## src/rtl/core/fms_pkg.sv

```systemverilog
package fms_pkg;

	// Receiver window in which both counts must lie before the drive is enabled.
	localparam logic [15:0] VALID_LOW   = 16'd1600;
	localparam logic [15:0] VALID_HIGH  = 16'd4400;
	// Ticks without both channels reporting before the fail counts are used.
	localparam logic [8:0]  WATCH_LIMIT = 9'd500;
	// Ticks per motor ramp step.
	localparam logic [4:0]  RAMP_DIVIDE = 5'd20;
	// One half in Q.12, added before the command is truncated.
	localparam int          ROUND_HALF  = 2048;
	localparam logic [7:0]  CMD_MAX     = 8'd255;

	typedef enum logic [2:0] {
		REG_FOLD_THRESHOLD  = 3'd0,
		REG_MOTOR_THRESHOLD = 3'd1,
		REG_SERVO1_MIN      = 3'd2,
		REG_SERVO1_MAX      = 3'd3,
		REG_SERVO2_MIN      = 3'd4,
		REG_MOTOR_GAIN      = 3'd5,
		REG_MOTOR_OFFSET    = 3'd6,
		REG_FAIL_COUNT      = 3'd7
	} reg_idx_t;

	typedef struct packed {
		logic [15:0]        fold_threshold;
		logic [15:0]        motor_threshold;
		logic [15:0]        servo1_min;
		logic [15:0]        servo1_max;
		logic [7:0]         servo2_min;
		logic signed [15:0] motor_gain;
		logic signed [23:0] motor_offset;
		logic [15:0]        fail_count;
	} cfg_t;

	typedef struct packed {
		logic        ch1_update;
		logic [15:0] ch1_count;
		logic        ch2_update;
		logic [15:0] ch2_count;
	} item_t;

	// Handed from the front end to the sequencer through the product register.
	typedef struct packed {
		logic [15:0]        held_ch1;
		logic signed [32:0] product;
		logic               enabled;
		logic               lost;
	} mid_t;

	typedef struct packed {
		logic [15:0] fold_pulse;
		logic [7:0]  motor_pulse;
		logic        drive_enable;
		logic [2:0]  sequence_mode;
		logic        link_lost;
		logic [7:0]  motor_command;
	} res_t;

	typedef enum logic [6:0] {
		MODE_OFF       = 7'b0000001,
		MODE_FOLD_OUT  = 7'b0000010,
		MODE_OUT       = 7'b0000100,
		MODE_RAMP_UP   = 7'b0001000,
		MODE_ON        = 7'b0010000,
		MODE_RAMP_DOWN = 7'b0100000,
		MODE_FOLD_IN   = 7'b1000000
	} mode_t;

	localparam logic [2:0] CODE_OFF       = 3'd0;
	localparam logic [2:0] CODE_FOLD_OUT  = 3'd1;
	localparam logic [2:0] CODE_OUT       = 3'd2;
	localparam logic [2:0] CODE_RAMP_UP   = 3'd3;
	localparam logic [2:0] CODE_ON        = 3'd4;
	localparam logic [2:0] CODE_RAMP_DOWN = 3'd5;
	localparam logic [2:0] CODE_FOLD_IN   = 3'd7;

	function automatic logic [2:0] mode_code(input mode_t m);
		logic [2:0] c;
		case (m)
			MODE_OFF:       c = CODE_OFF;
			MODE_FOLD_OUT:  c = CODE_FOLD_OUT;
			MODE_OUT:       c = CODE_OUT;
			MODE_RAMP_UP:   c = CODE_RAMP_UP;
			MODE_ON:        c = CODE_ON;
			MODE_RAMP_DOWN: c = CODE_RAMP_DOWN;
			MODE_FOLD_IN:   c = CODE_FOLD_IN;
			default:        c = CODE_OFF;
		endcase
		return c;
	endfunction

endpackage

```

## src/rtl/core/fms_if.sv

```systemverilog
interface fms_tick_if;
	logic        valid;
	logic        ready;
	logic        ch1_update;
	logic [15:0] ch1_count;
	logic        ch2_update;
	logic [15:0] ch2_count;

	modport source (output valid, ch1_update, ch1_count, ch2_update, ch2_count, input ready);
	modport sink (input valid, ch1_update, ch1_count, ch2_update, ch2_count, output ready);
endinterface

interface fms_result_if;
	logic        valid;
	logic        ready;
	logic [15:0] fold_pulse;
	logic [7:0]  motor_pulse;
	logic        drive_enable;
	logic [2:0]  sequence_mode;
	logic        link_lost;
	logic [7:0]  motor_command;

	modport source (output valid, fold_pulse, motor_pulse, drive_enable, sequence_mode,
		link_lost, motor_command, input ready);
	modport sink (input valid, fold_pulse, motor_pulse, drive_enable, sequence_mode,
		link_lost, motor_command, output ready);
endinterface

```

## src/rtl/core/fold_motor_sequencer.sv

```systemverilog
// Fold and motor sequencer. Each request on the tick channel is one control tick carrying
// two receiver pulse counts and their update flags; each tick yields exactly one result
// with the fold servo and motor PWM compare values, the sticky drive enable, the sequence
// mode, the watchdog flag and the filtered motor command. One request is accepted in every
// clock cycle when the result side keeps up, and each request passes through an input
// register, a register behind the single gain multiplier, and the result register.
// That multiplier, fed through the watchdog's choice of count, sets the clock period; the
// offset add, saturation, hysteresis and mode logic take the stage after it. Registers are
// written through the APB port at byte address 4 * index and must only be changed while no
// tick is in flight.
module fold_motor_sequencer
	import fms_pkg::*;
(
	input  logic              clk,
	input  logic              arst_n,
	input  logic              psel,
	input  logic              penable,
	input  logic              pwrite,
	input  logic [4:0]        paddr,
	input  logic [31:0]       pwdata,
	output logic [31:0]       prdata,
	output logic              pready,
	fms_tick_if.sink          tick,
	fms_result_if.source      result
);

	// Configuration registers. The APB write completes in the access cycle; pready is tied
	// high so every transfer finishes without wait states.
	cfg_t     cfg_q;
	reg_idx_t reg_idx;
	logic     cfg_write;

	assign pready    = 1'b1;
	assign reg_idx   = reg_idx_t'(paddr[4:2]);
	assign cfg_write = psel && penable && pwrite;

	always_ff @(posedge clk or negedge arst_n) begin
		if (!arst_n) begin
			cfg_q.fold_threshold  <= 16'd3000;
			cfg_q.motor_threshold <= 16'd3600;
			cfg_q.servo1_min      <= 16'd2000;
			cfg_q.servo1_max      <= 16'd4000;
			cfg_q.servo2_min      <= 8'd16;
			cfg_q.motor_gain      <= '0;
			cfg_q.motor_offset    <= '0;
			cfg_q.fail_count      <= 16'd2000;
		end else if (cfg_write) begin
			case (reg_idx)
				REG_FOLD_THRESHOLD:  cfg_q.fold_threshold  <= pwdata[15:0];
				REG_MOTOR_THRESHOLD: cfg_q.motor_threshold <= pwdata[15:0];
				REG_SERVO1_MIN:      cfg_q.servo1_min      <= pwdata[15:0];
				REG_SERVO1_MAX:      cfg_q.servo1_max      <= pwdata[15:0];
				REG_SERVO2_MIN:      cfg_q.servo2_min      <= pwdata[7:0];
				REG_MOTOR_GAIN:      cfg_q.motor_gain      <= $signed(pwdata[15:0]);
				REG_MOTOR_OFFSET:    cfg_q.motor_offset    <= $signed(pwdata[23:0]);
				REG_FAIL_COUNT:      cfg_q.fail_count      <= pwdata[15:0];
				default: begin
				end
			endcase
		end
	end

	// Reads return the raw register bits, zero extended to the bus width.
	always_comb begin
		case (reg_idx)
			REG_FOLD_THRESHOLD:  prdata = {16'd0, cfg_q.fold_threshold};
			REG_MOTOR_THRESHOLD: prdata = {16'd0, cfg_q.motor_threshold};
			REG_SERVO1_MIN:      prdata = {16'd0, cfg_q.servo1_min};
			REG_SERVO1_MAX:      prdata = {16'd0, cfg_q.servo1_max};
			REG_SERVO2_MIN:      prdata = {24'd0, cfg_q.servo2_min};
			REG_MOTOR_GAIN:      prdata = {16'd0, cfg_q.motor_gain};
			REG_MOTOR_OFFSET:    prdata = {8'd0, cfg_q.motor_offset};
			REG_FAIL_COUNT:      prdata = {16'd0, cfg_q.fail_count};
			default:             prdata = '0;
		endcase
	end

	// Pipeline flow control. Each stage may load when it is empty or when the stage behind
	// it is moving, so a bubble anywhere lets a new request in even while a finished result
	// waits at the output.
	logic  s1_v_q, s2_v_q, out_v_q;
	item_t s1_q;
	mid_t  s2_q;
	res_t  out_q;
	logic  out_free, s2_free, s1_free, s1_adv, s2_adv;
	item_t tick_item;
	mid_t  mid;
	res_t  res;

	assign out_free = !out_v_q || result.ready;
	assign s2_free  = !s2_v_q || out_free;
	assign s1_free  = !s1_v_q || s2_free;
	assign s1_adv   = s1_v_q && s2_free;
	assign s2_adv   = s2_v_q && out_free;

	assign tick.ready = s1_free;

	assign tick_item.ch1_update = tick.ch1_update;
	assign tick_item.ch1_count  = tick.ch1_count;
	assign tick_item.ch2_update = tick.ch2_update;
	assign tick_item.ch2_count  = tick.ch2_count;

	always_ff @(posedge clk or negedge arst_n) begin
		if (!arst_n) begin
			s1_v_q  <= 1'b0;
			s2_v_q  <= 1'b0;
			out_v_q <= 1'b0;
		end else begin
			if (s1_free) s1_v_q <= tick.valid;
			if (s2_free) s2_v_q <= s1_v_q;
			if (out_free) out_v_q <= s2_v_q;
		end
	end

	always_ff @(posedge clk) begin
		if (tick.valid && s1_free) s1_q <= tick_item;
		if (s1_adv) s2_q <= mid;
		if (s2_adv) out_q <= res;
	end

	// Front end: takes in the counts, keeps the sticky enable, runs the watchdog and forms
	// the gain product. Its state moves on as the tick leaves the input register.
	fms_front u_front (
		.clk     (clk),
		.arst_n  (arst_n),
		.cfg     (cfg_q),
		.advance (s1_adv),
		.item    (s1_q),
		.mid     (mid)
	);

	// Sequencer: finishes the motor command with hysteresis and steps the mode machine.
	fms_seq u_seq (
		.clk     (clk),
		.arst_n  (arst_n),
		.cfg     (cfg_q),
		.advance (s2_adv),
		.mid     (s2_q),
		.res     (res)
	);

	assign result.valid         = out_v_q;
	assign result.fold_pulse    = out_q.fold_pulse;
	assign result.motor_pulse   = out_q.motor_pulse;
	assign result.drive_enable  = out_q.drive_enable;
	assign result.sequence_mode = out_q.sequence_mode;
	assign result.link_lost     = out_q.link_lost;
	assign result.motor_command = out_q.motor_command;

`ifndef SYNTHESIS
	// An empty input register must always be able to take a request.
	a_idle_ready: assert property (@(posedge clk) disable iff (!arst_n)
		!s1_v_q |-> tick.ready)
		else $error("input register empty but request refused");

	// A result showing the drive enabled may not be directly followed by a valid result showing it disabled.
	a_enable_sticky: assert property (@(posedge clk) disable iff (!arst_n)
		(result.valid && result.drive_enable) |=> !(result.valid && !result.drive_enable))
		else $error("drive enable dropped after being set");

	// A product held while the output is blocked must not be lost.
	a_mid_held: assert property (@(posedge clk) disable iff (!arst_n)
		(s2_v_q && !out_free) |=> s2_v_q)
		else $error("product register emptied while stalled");
`endif

endmodule

```

## src/rtl/core/fms_front.sv

```systemverilog
module fms_front
	import fms_pkg::*;
(
	input  logic  clk,
	input  logic  arst_n,
	input  cfg_t  cfg,
	input  logic  advance,
	input  item_t item,
	output mid_t  mid
);

	logic [15:0] held_ch1_q, held_ch2_q;
	logic        seen_ch1_q, seen_ch2_q;
	logic        restart_q;
	logic [8:0]  watch_ticks_q;
	logic        enabled_q;

	logic [15:0] h1, h2, h1_fin, h2_fin;
	logic        seen1, seen2, seen1_n, seen2_n;
	logic        in_window, enabled_n;
	logic [8:0]  ticks_inc, ticks_n;
	logic        restart_n, lost;

	always_comb begin
		h1    = item.ch1_update ? item.ch1_count : held_ch1_q;
		h2    = item.ch2_update ? item.ch2_count : held_ch2_q;
		seen1 = seen_ch1_q | item.ch1_update;
		seen2 = seen_ch2_q | item.ch2_update;

		// The window is tested before any fail count is substituted.
		in_window = (h1 > VALID_LOW) && (h2 > VALID_LOW) &&
			(h1 < VALID_HIGH) && (h2 < VALID_HIGH);
		enabled_n = enabled_q | in_window;

		ticks_inc = watch_ticks_q + 9'd1;
		ticks_n   = watch_ticks_q;
		restart_n = restart_q;
		seen1_n   = seen1;
		seen2_n   = seen2;
		h1_fin    = h1;
		h2_fin    = h2;
		lost      = 1'b0;

		if (restart_q) begin
			ticks_n   = '0;
			restart_n = 1'b0;
		end else begin
			ticks_n = ticks_inc;
			if (seen1 && seen2) begin
				seen1_n   = 1'b0;
				seen2_n   = 1'b0;
				restart_n = 1'b1;
			end else if (ticks_inc >= WATCH_LIMIT) begin
				h1_fin    = cfg.fail_count;
				h2_fin    = cfg.fail_count;
				lost      = 1'b1;
				restart_n = 1'b1;
			end
		end

		mid.held_ch1 = h1_fin;
		mid.product  = 33'(cfg.motor_gain) * 33'($signed({1'b0, h2_fin}));
		mid.enabled  = enabled_n;
		mid.lost     = lost;
	end

	always_ff @(posedge clk or negedge arst_n) begin
		if (!arst_n) begin
			held_ch1_q    <= '0;
			held_ch2_q    <= '0;
			seen_ch1_q    <= 1'b0;
			seen_ch2_q    <= 1'b0;
			restart_q     <= 1'b1;
			watch_ticks_q <= '0;
			enabled_q     <= 1'b0;
		end else if (advance) begin
			held_ch1_q    <= h1_fin;
			held_ch2_q    <= h2_fin;
			seen_ch1_q    <= seen1_n;
			seen_ch2_q    <= seen2_n;
			restart_q     <= restart_n;
			watch_ticks_q <= ticks_n;
			enabled_q     <= enabled_n;
		end
	end

endmodule

```

## src/rtl/core/fms_seq.sv

```systemverilog
module fms_seq
	import fms_pkg::*;
(
	input  logic clk,
	input  logic arst_n,
	input  cfg_t cfg,
	input  logic advance,
	input  mid_t mid,
	output res_t res
);

	logic [7:0]  last_cmd_q;
	mode_t       mode_q;
	logic [15:0] fold_q;
	logic [7:0]  motor_q;
	logic [4:0]  ramp_q;

	logic signed [34:0] sum;
	logic [7:0]  cmd_raw, cmd;
	mode_t       mode_n;
	logic [15:0] fold_n, fold_inc, fold_dec;
	logic [7:0]  motor_n, motor_inc, motor_dec;
	logic [4:0]  ramp_n, ramp_inc;
	logic        ramp_hit;
	logic [15:0] h1;

	always_comb begin
		sum = 35'(mid.product) + 35'(cfg.motor_offset) + 35'(ROUND_HALF);
		if (sum[34]) begin
			cmd_raw = '0;
		end else if (|sum[33:20]) begin
			cmd_raw = CMD_MAX;
		end else begin
			cmd_raw = sum[19:12];
		end

		// A drop of exactly one step is ignored.
		if ((last_cmd_q != 8'd0) && (cmd_raw == last_cmd_q - 8'd1)) begin
			cmd = last_cmd_q;
		end else begin
			cmd = cmd_raw;
		end

		h1        = mid.held_ch1;
		fold_inc  = fold_q + 16'd1;
		fold_dec  = fold_q - 16'd1;
		motor_inc = motor_q + 8'd1;
		motor_dec = motor_q - 8'd1;
		ramp_inc  = ramp_q + 5'd1;
		ramp_hit  = ramp_inc >= RAMP_DIVIDE;

		mode_n  = mode_q;
		fold_n  = fold_q;
		motor_n = motor_q;
		ramp_n  = ramp_q;

		case (mode_q)
			MODE_OFF: begin
				fold_n  = cfg.servo1_min;
				motor_n = cfg.servo2_min;
				if (h1 >= cfg.fold_threshold) mode_n = MODE_FOLD_OUT;
			end
			MODE_FOLD_OUT: begin
				motor_n = cfg.servo2_min;
				fold_n  = fold_inc;
				if (fold_inc >= cfg.servo1_max) mode_n = MODE_OUT;
				if (h1 < cfg.fold_threshold) mode_n = MODE_FOLD_IN;
			end
			MODE_OUT: begin
				motor_n = cfg.servo2_min;
				fold_n  = cfg.servo1_max;
				if (h1 < cfg.fold_threshold) mode_n = MODE_FOLD_IN;
				if (h1 > cfg.motor_threshold) mode_n = MODE_RAMP_UP;
			end
			MODE_RAMP_UP: begin
				fold_n = cfg.servo1_max;
				ramp_n = ramp_inc;
				if (ramp_hit) begin
					ramp_n  = '0;
					motor_n = motor_inc;
					if (motor_inc >= cmd) mode_n = MODE_ON;
				end
				if (h1 < cfg.motor_threshold) mode_n = MODE_OUT;
			end
			MODE_ON: begin
				fold_n  = cfg.servo1_max;
				motor_n = cmd;
				if (h1 < cfg.motor_threshold) mode_n = MODE_RAMP_DOWN;
			end
			MODE_RAMP_DOWN: begin
				fold_n = cfg.servo1_max;
				ramp_n = ramp_inc;
				if (ramp_hit) begin
					ramp_n  = '0;
					motor_n = motor_dec;
					if (motor_dec <= cfg.servo2_min) mode_n = MODE_FOLD_IN;
				end
				if (h1 > cfg.motor_threshold) mode_n = MODE_RAMP_UP;
			end
			MODE_FOLD_IN: begin
				motor_n = cfg.servo2_min;
				fold_n  = fold_dec;
				if (fold_dec <= cfg.servo1_min) mode_n = MODE_OFF;
				if (h1 > cfg.fold_threshold) mode_n = MODE_FOLD_OUT;
			end
			default: begin
				mode_n = MODE_OFF;
			end
		endcase

		res.fold_pulse    = fold_n;
		res.motor_pulse   = motor_n;
		res.drive_enable  = mid.enabled;
		res.sequence_mode = mode_code(mode_n);
		res.link_lost     = mid.lost;
		res.motor_command = cmd;
	end

	always_ff @(posedge clk or negedge arst_n) begin
		if (!arst_n) begin
			last_cmd_q <= '0;
			mode_q     <= MODE_OFF;
			fold_q     <= '0;
			motor_q    <= '0;
			ramp_q     <= '0;
		end else if (advance) begin
			last_cmd_q <= cmd;
			mode_q     <= mode_n;
			fold_q     <= fold_n;
			motor_q    <= motor_n;
			ramp_q     <= ramp_n;
		end
	end

endmodule
```

## src/flat_wrapper.sv

```systemverilog
// flat-port wrapper written by rule: the top's interface ports become plain ports
module fold_motor_sequencer_flat import fms_pkg::*;
  (clk, arst_n, psel, penable, pwrite, paddr, pwdata, prdata, pready, tick_valid, tick_ch1_update, tick_ch1_count, tick_ch2_update, tick_ch2_count, tick_ready, result_valid, result_fold_pulse, result_motor_pulse, result_drive_enable, result_sequence_mode, result_link_lost, result_motor_command, result_ready);
  fms_tick_if tick_i ();
  fms_result_if result_i ();
  input  logic clk;
  input  logic arst_n;
  input  logic psel;
  input  logic penable;
  input  logic pwrite;
  input  logic [4:0] paddr;
  input  logic [31:0] pwdata;
  output logic [31:0] prdata;
  output logic pready;
  input wire logic [$bits(tick_i.valid)-1:0] tick_valid;
  input wire logic [$bits(tick_i.ch1_update)-1:0] tick_ch1_update;
  input wire logic [$bits(tick_i.ch1_count)-1:0] tick_ch1_count;
  input wire logic [$bits(tick_i.ch2_update)-1:0] tick_ch2_update;
  input wire logic [$bits(tick_i.ch2_count)-1:0] tick_ch2_count;
  output wire logic [$bits(tick_i.ready)-1:0] tick_ready;
  output wire logic [$bits(result_i.valid)-1:0] result_valid;
  output wire logic [$bits(result_i.fold_pulse)-1:0] result_fold_pulse;
  output wire logic [$bits(result_i.motor_pulse)-1:0] result_motor_pulse;
  output wire logic [$bits(result_i.drive_enable)-1:0] result_drive_enable;
  output wire logic [$bits(result_i.sequence_mode)-1:0] result_sequence_mode;
  output wire logic [$bits(result_i.link_lost)-1:0] result_link_lost;
  output wire logic [$bits(result_i.motor_command)-1:0] result_motor_command;
  input wire logic [$bits(result_i.ready)-1:0] result_ready;
  assign tick_i.valid = tick_valid;
  assign tick_i.ch1_update = tick_ch1_update;
  assign tick_i.ch1_count = tick_ch1_count;
  assign tick_i.ch2_update = tick_ch2_update;
  assign tick_i.ch2_count = tick_ch2_count;
  assign tick_ready = tick_i.ready;
  assign result_valid = result_i.valid;
  assign result_fold_pulse = result_i.fold_pulse;
  assign result_motor_pulse = result_i.motor_pulse;
  assign result_drive_enable = result_i.drive_enable;
  assign result_sequence_mode = result_i.sequence_mode;
  assign result_link_lost = result_i.link_lost;
  assign result_motor_command = result_i.motor_command;
  assign result_i.ready = result_ready;
  fold_motor_sequencer u_core (.clk(clk), .arst_n(arst_n), .psel(psel), .penable(penable), .pwrite(pwrite), .paddr(paddr), .pwdata(pwdata), .prdata(prdata), .pready(pready), .tick(tick_i), .result(result_i));
endmodule
```

## config.mk

```make
export PLATFORM = sky130hd
export DESIGN_NAME = fold_motor_sequencer_flat
export DESIGN_NICKNAME = d
export VERILOG_FILES = /design/src/rtl/core/fms_pkg.sv /design/src/rtl/core/fms_if.sv /design/src/rtl/core/fold_motor_sequencer.sv /design/src/rtl/core/fms_front.sv /design/src/rtl/core/fms_seq.sv /design/src/flat_wrapper.sv
export SDC_FILE = /design/constraint.sdc
export NUM_CORES = 1
export LEC_CHECK = 0
export BUFFER_PORTS_ARGS = -buffer_cell sky130_fd_sc_hd__buf_4
export CAP_MARGIN = 10
export CORE_MARGIN = 2
export CORE_UTILIZATION = 57
export DETAILED_ROUTE_END_ITERATION = 8
export GPL_TIMING_DRIVEN = 0
export PLACE_DENSITY = 0.83
export SYNTH_ARGS = -nofsm -noshare
export SYNTH_HDL_FRONTEND = slang
export SYNTH_SLANG_ARGS = --single-unit
```

## constraint.sdc

```tcl
create_clock -name clk -period 8.4 [get_ports clk]
set_input_delay 0.42 -clock clk [delete_from_list [all_inputs] [get_ports clk]]
set_output_delay 0.42 -clock clk [all_outputs]
set_load 0.01 [all_outputs]
```

==> flow_summary.yaml <==
timing:
  tightest_slew_ns: 1.22
  hold_violations: 0
  finalCriticalPeriod_ns: 8.48
  min_period_over_period_pct: 101
  maxSlewHeadroom_pct: 18.5
  finalClockSkew_ns: 0.0288
  max_freq_ghz: 0.118
  fin_ws_ns: -0.0757
  setup_viol: 3
  holdWs_ns: 0.0136
  drv_slew: 0
  grt_setup_unrepaired: "yes"
global_route:
  grt_max_degree: 122
  grt_overflow: 0
  grt_pass1_wl_um: 135000
  grt_pass1_vias: 24500
  antenna_found_initial: 0
  grt_usage_pct: 32.0
cts:
  cts_sinks: 342
  clk_pin_slew_worst_paths_ns: 0.06
  cts_buffers: 38
  cts_htree_levels: 2
  cts-root-buf: "clkbuf_16"
  cts_tree: "done"
  clockBufferDepth: 3
  clock_latency_ns: 0.59
yosys:
  synth-seq-cells: 342
  synthTopCellsByArea: "dfrtp_1 (16%), fa_1 (13%), edfxtp_1 (12%)"
  synthArstFlopShare_pct: 64.3
  synth_mux_area_share_pct: 4.90
  ys_types: 107
  synth_top_family_by_area: "adder cells"
  synthSimpleGateAreaFrac_pct: 17.1
  synth_edf_count: 122
  avgSynthCellArea_um2: 9.26
  synth_xor_area_share_pct: 2.75
  synthCells: 3193
  syn_area_um2: 29600
  synth_top_area_share_pct: 15.9
  ys_seq_area_share_pct: 31.2
  yosysTopAreaCell: "dfrtp_1"
  synthAdderAreaFrac_pct: 23.5
  synth_warnings: 0
  synth_top_flop_cell: "dfrtp_1"
  synth_compound_area_share_pct: 14.1
drt:
  firstDrtPassIters: 6
  drt_iter0_drc: 2832
  wl_per_cell_um: 21.4
  drc: 0
  antenna_left: 0
  viasPerCell: 6.21
  vias: 25700
  postRouteWirelength_um: 88500
cells_and_area:
  antenna_cells: 0
  layoutNonFillerInstCount: 4136
  nNetsFinal: 3942
  layout_commonest_cell: "nand2_1"
  layout_common_cells: "nand2_1 (476), inv_1 (318), ha_1 (235)"
  area_delta_synth_final_pct: 15.1
  drive_gt1_share_pct: 15.2
job:
  max_cap_viol_count: 0
place:
  dp.cells: 4016
  io_buffers: 129
  finalWeightedCongestion: 1.03
  post-place-ws_ns: -1.43
  place_hpwl_um: 63700
outcome:
  status: "complete, but fails checks"
  violations: "setup timing"
power_and_ir_drop:
  max-vdd-ir-drop_mv: 0.681
  total_power_mw: 15.9
  cellLeakagePower_nw: 15.7
  power.density_nw_per_um2: 466
min_path:
  hp-start: "tick_ch2_count[3]"
  worst_hold_path.num_cells: 1
  whs_endpoint: "u_core.s1_q[3]"
  hold_class: "input pin to flip-flop"
die:
  die-width_um: 232
  die-area_um2: 53700
  row_count: 83
  ios: 150
  initial_core_util_pct: 57.6
  die_y_um: 232
  coreArea_um2: 51300
setup_path:
  worstPathRequired_ns: 8.73
  cpPeakStageDelay_ns: 0.53
  cp_max_fo: 10
  cp-end-kind: "flip-flop"
  slowest_stage: "fa_1"
  r2r_start: "u_core.u_front.watch_ticks_q[0]"
  critPathLaunchType: "flip-flop"
  r2r_end: "u_core.s2_q[33]"
  arrival_ns: 8.80
  regToRegSetupSlack_ns: -0.08
  crit_type: "flip-flop to flip-flop"
  rr_worst_depth: 37
==> repair_timing <==
item                       CTS  global route
gates cloned                 0             2
buffers inserted            24            27
hold endpoints to repair    84             0
gates resized for setup     85            77
pin swaps                   22            48
hold buffers                 1             0
setup endpoints to repair   14            13
==> cell families (layout without fill, tap and decap cells) <==
kind of cell | Yosys count | count (layout)
XOR/XNOR | 92 | 92
adder cells (fa/ha/maj) | 438 | 438
AND/OR/NAND/NOR | 1044 | 1044
other | 2 | 9
flip-flops | 342 | 342
AO/OA/AOI/OAI | 650 | 650
buffers and inverters | 499 | 755
multiplexers | 126 | 126
==> worst max-delay path: cells and delay by family (launching register included) <==
family / cells / cell delay [ns]
buffers and inverters: 7 / 0.69
DFF: 1 / 0.40
adders and majority gates: 8 / 2.97
and+or+nand+nor: 9 / 1.98
xor gates and xnor gates: 2 / 0.22
AOI/OAI and AO/OA: 11 / 1.95
==> per-layer routing <==
metal / vias to the layer above / routed length [um] / track usage (%)
li1: 11400 / - / -
met1: 12400 / 34300 / 42.1
met2: 1472 / 40700 / 50.7
met3: 385 / 7890 / 5.70
met4: 0 / 5610 / 16.9
met5: - / 0 / 0
==> power breakdown <==
group,switching (mW),internal (mW)
clock network,0.738,1.02
registers,0.402,2.54
logic,6.38,4.79
total,7.52,8.35
==> metrics by stage <==
stage | setup TNS, ns | utilization, % | instance area (um2)
after CTS | 0 | 65.4 | 33500
after global routing | -2.24 | 66.3 | 34000
after global placement | -10.91 | 61.5 | 31600
after detailed placement | -11.57 | 61.8 | 31700
final | -0.171 | 66.3 | 34000
after floorplan | 0 | - | 29700
==> registers in the layout, summed over array words and instances (netlist names) <==
signal / cells
u_core.cfg_q: 128
u_core.result.drive_enable: 1
u_core.result.fold_pulse: 16
u_core.result.link_lost: 1
u_core.result.motor_command: 8
u_core.result.motor_pulse: 8
u_core.result.sequence_mode: 3
u_core.result.valid: 1
u_core.s1_q: 34
u_core.s1_v_q: 1
u_core.s2_q: 51
u_core.s2_v_q: 1
u_core.u_front.enabled_q: 1
u_core.u_front.held_ch1_q: 16
u_core.u_front.held_ch2_q: 16
u_core.u_front.restart_q: 1
u_core.u_front.seen_ch1_q: 1
u_core.u_front.seen_ch2_q: 1
u_core.u_front.watch_ticks_q: 9
u_core.u_seq.fold_q: 16
u_core.u_seq.last_cmd_q: 8
u_core.u_seq.mode_q: 7
u_core.u_seq.motor_q: 8
u_core.u_seq.ramp_q: 5
==> synthesized netlist by cell type (34+ instances only) <==
master	count
inv_1	324
edfxtp_1	122
xor2_1	39
dfrtp_1	188
mux2_2	67
a21o_1	40
o21ai_0	181
and2_1	101
nand4_1	34
nand2_1	480
nand2b_1	43
mux2i_1	48
clkbuf_1	136
ha_1	244
fa_1	194
nand3_1	51
nor3_1	58
nor2_1	122
xnor2_1	52
a21oi_1	180
==> cell type report <==
| type | instances | area [um2] |
|---|---|---|
| flip-flops and latches | 342 | 9210 |
| fillers | 3912 | 17300 |
| plain buffers | 163 | 847 |
| well taps | 680 | 851 |
| multi-input cells | 2359 | 19100 |
| clock inverters | 18 | 230 |
| repair buffers | 189 | 1520 |
| inverters | 333 | 1250 |
| clock buffers | 52 | 1060 |
==> worst max-delay path by stage <==
stage	startpoint	endpoint	slack, ns
after global routing	u_core.u_front.watch_ticks_q[0]	u_core.s2_q[33]	-0.48
final	u_core.u_front.watch_ticks_q[0]	u_core.s2_q[33]	-0.08
after floorplan	u_core.u_front.watch_ticks_q[0]	u_core.s2_q[34]	0.006
after detailed placement	u_core.u_front.watch_ticks_q[0]	u_core.s2_q[34]	-1.43
after CTS	u_core.u_front.watch_ticks_q[0]	u_core.s2_q[34]	0.005
after global placement	u_core.u_front.watch_ticks_q[0]	u_core.s2_q[34]	-1.38
Power figures use the tool's default switching activity.
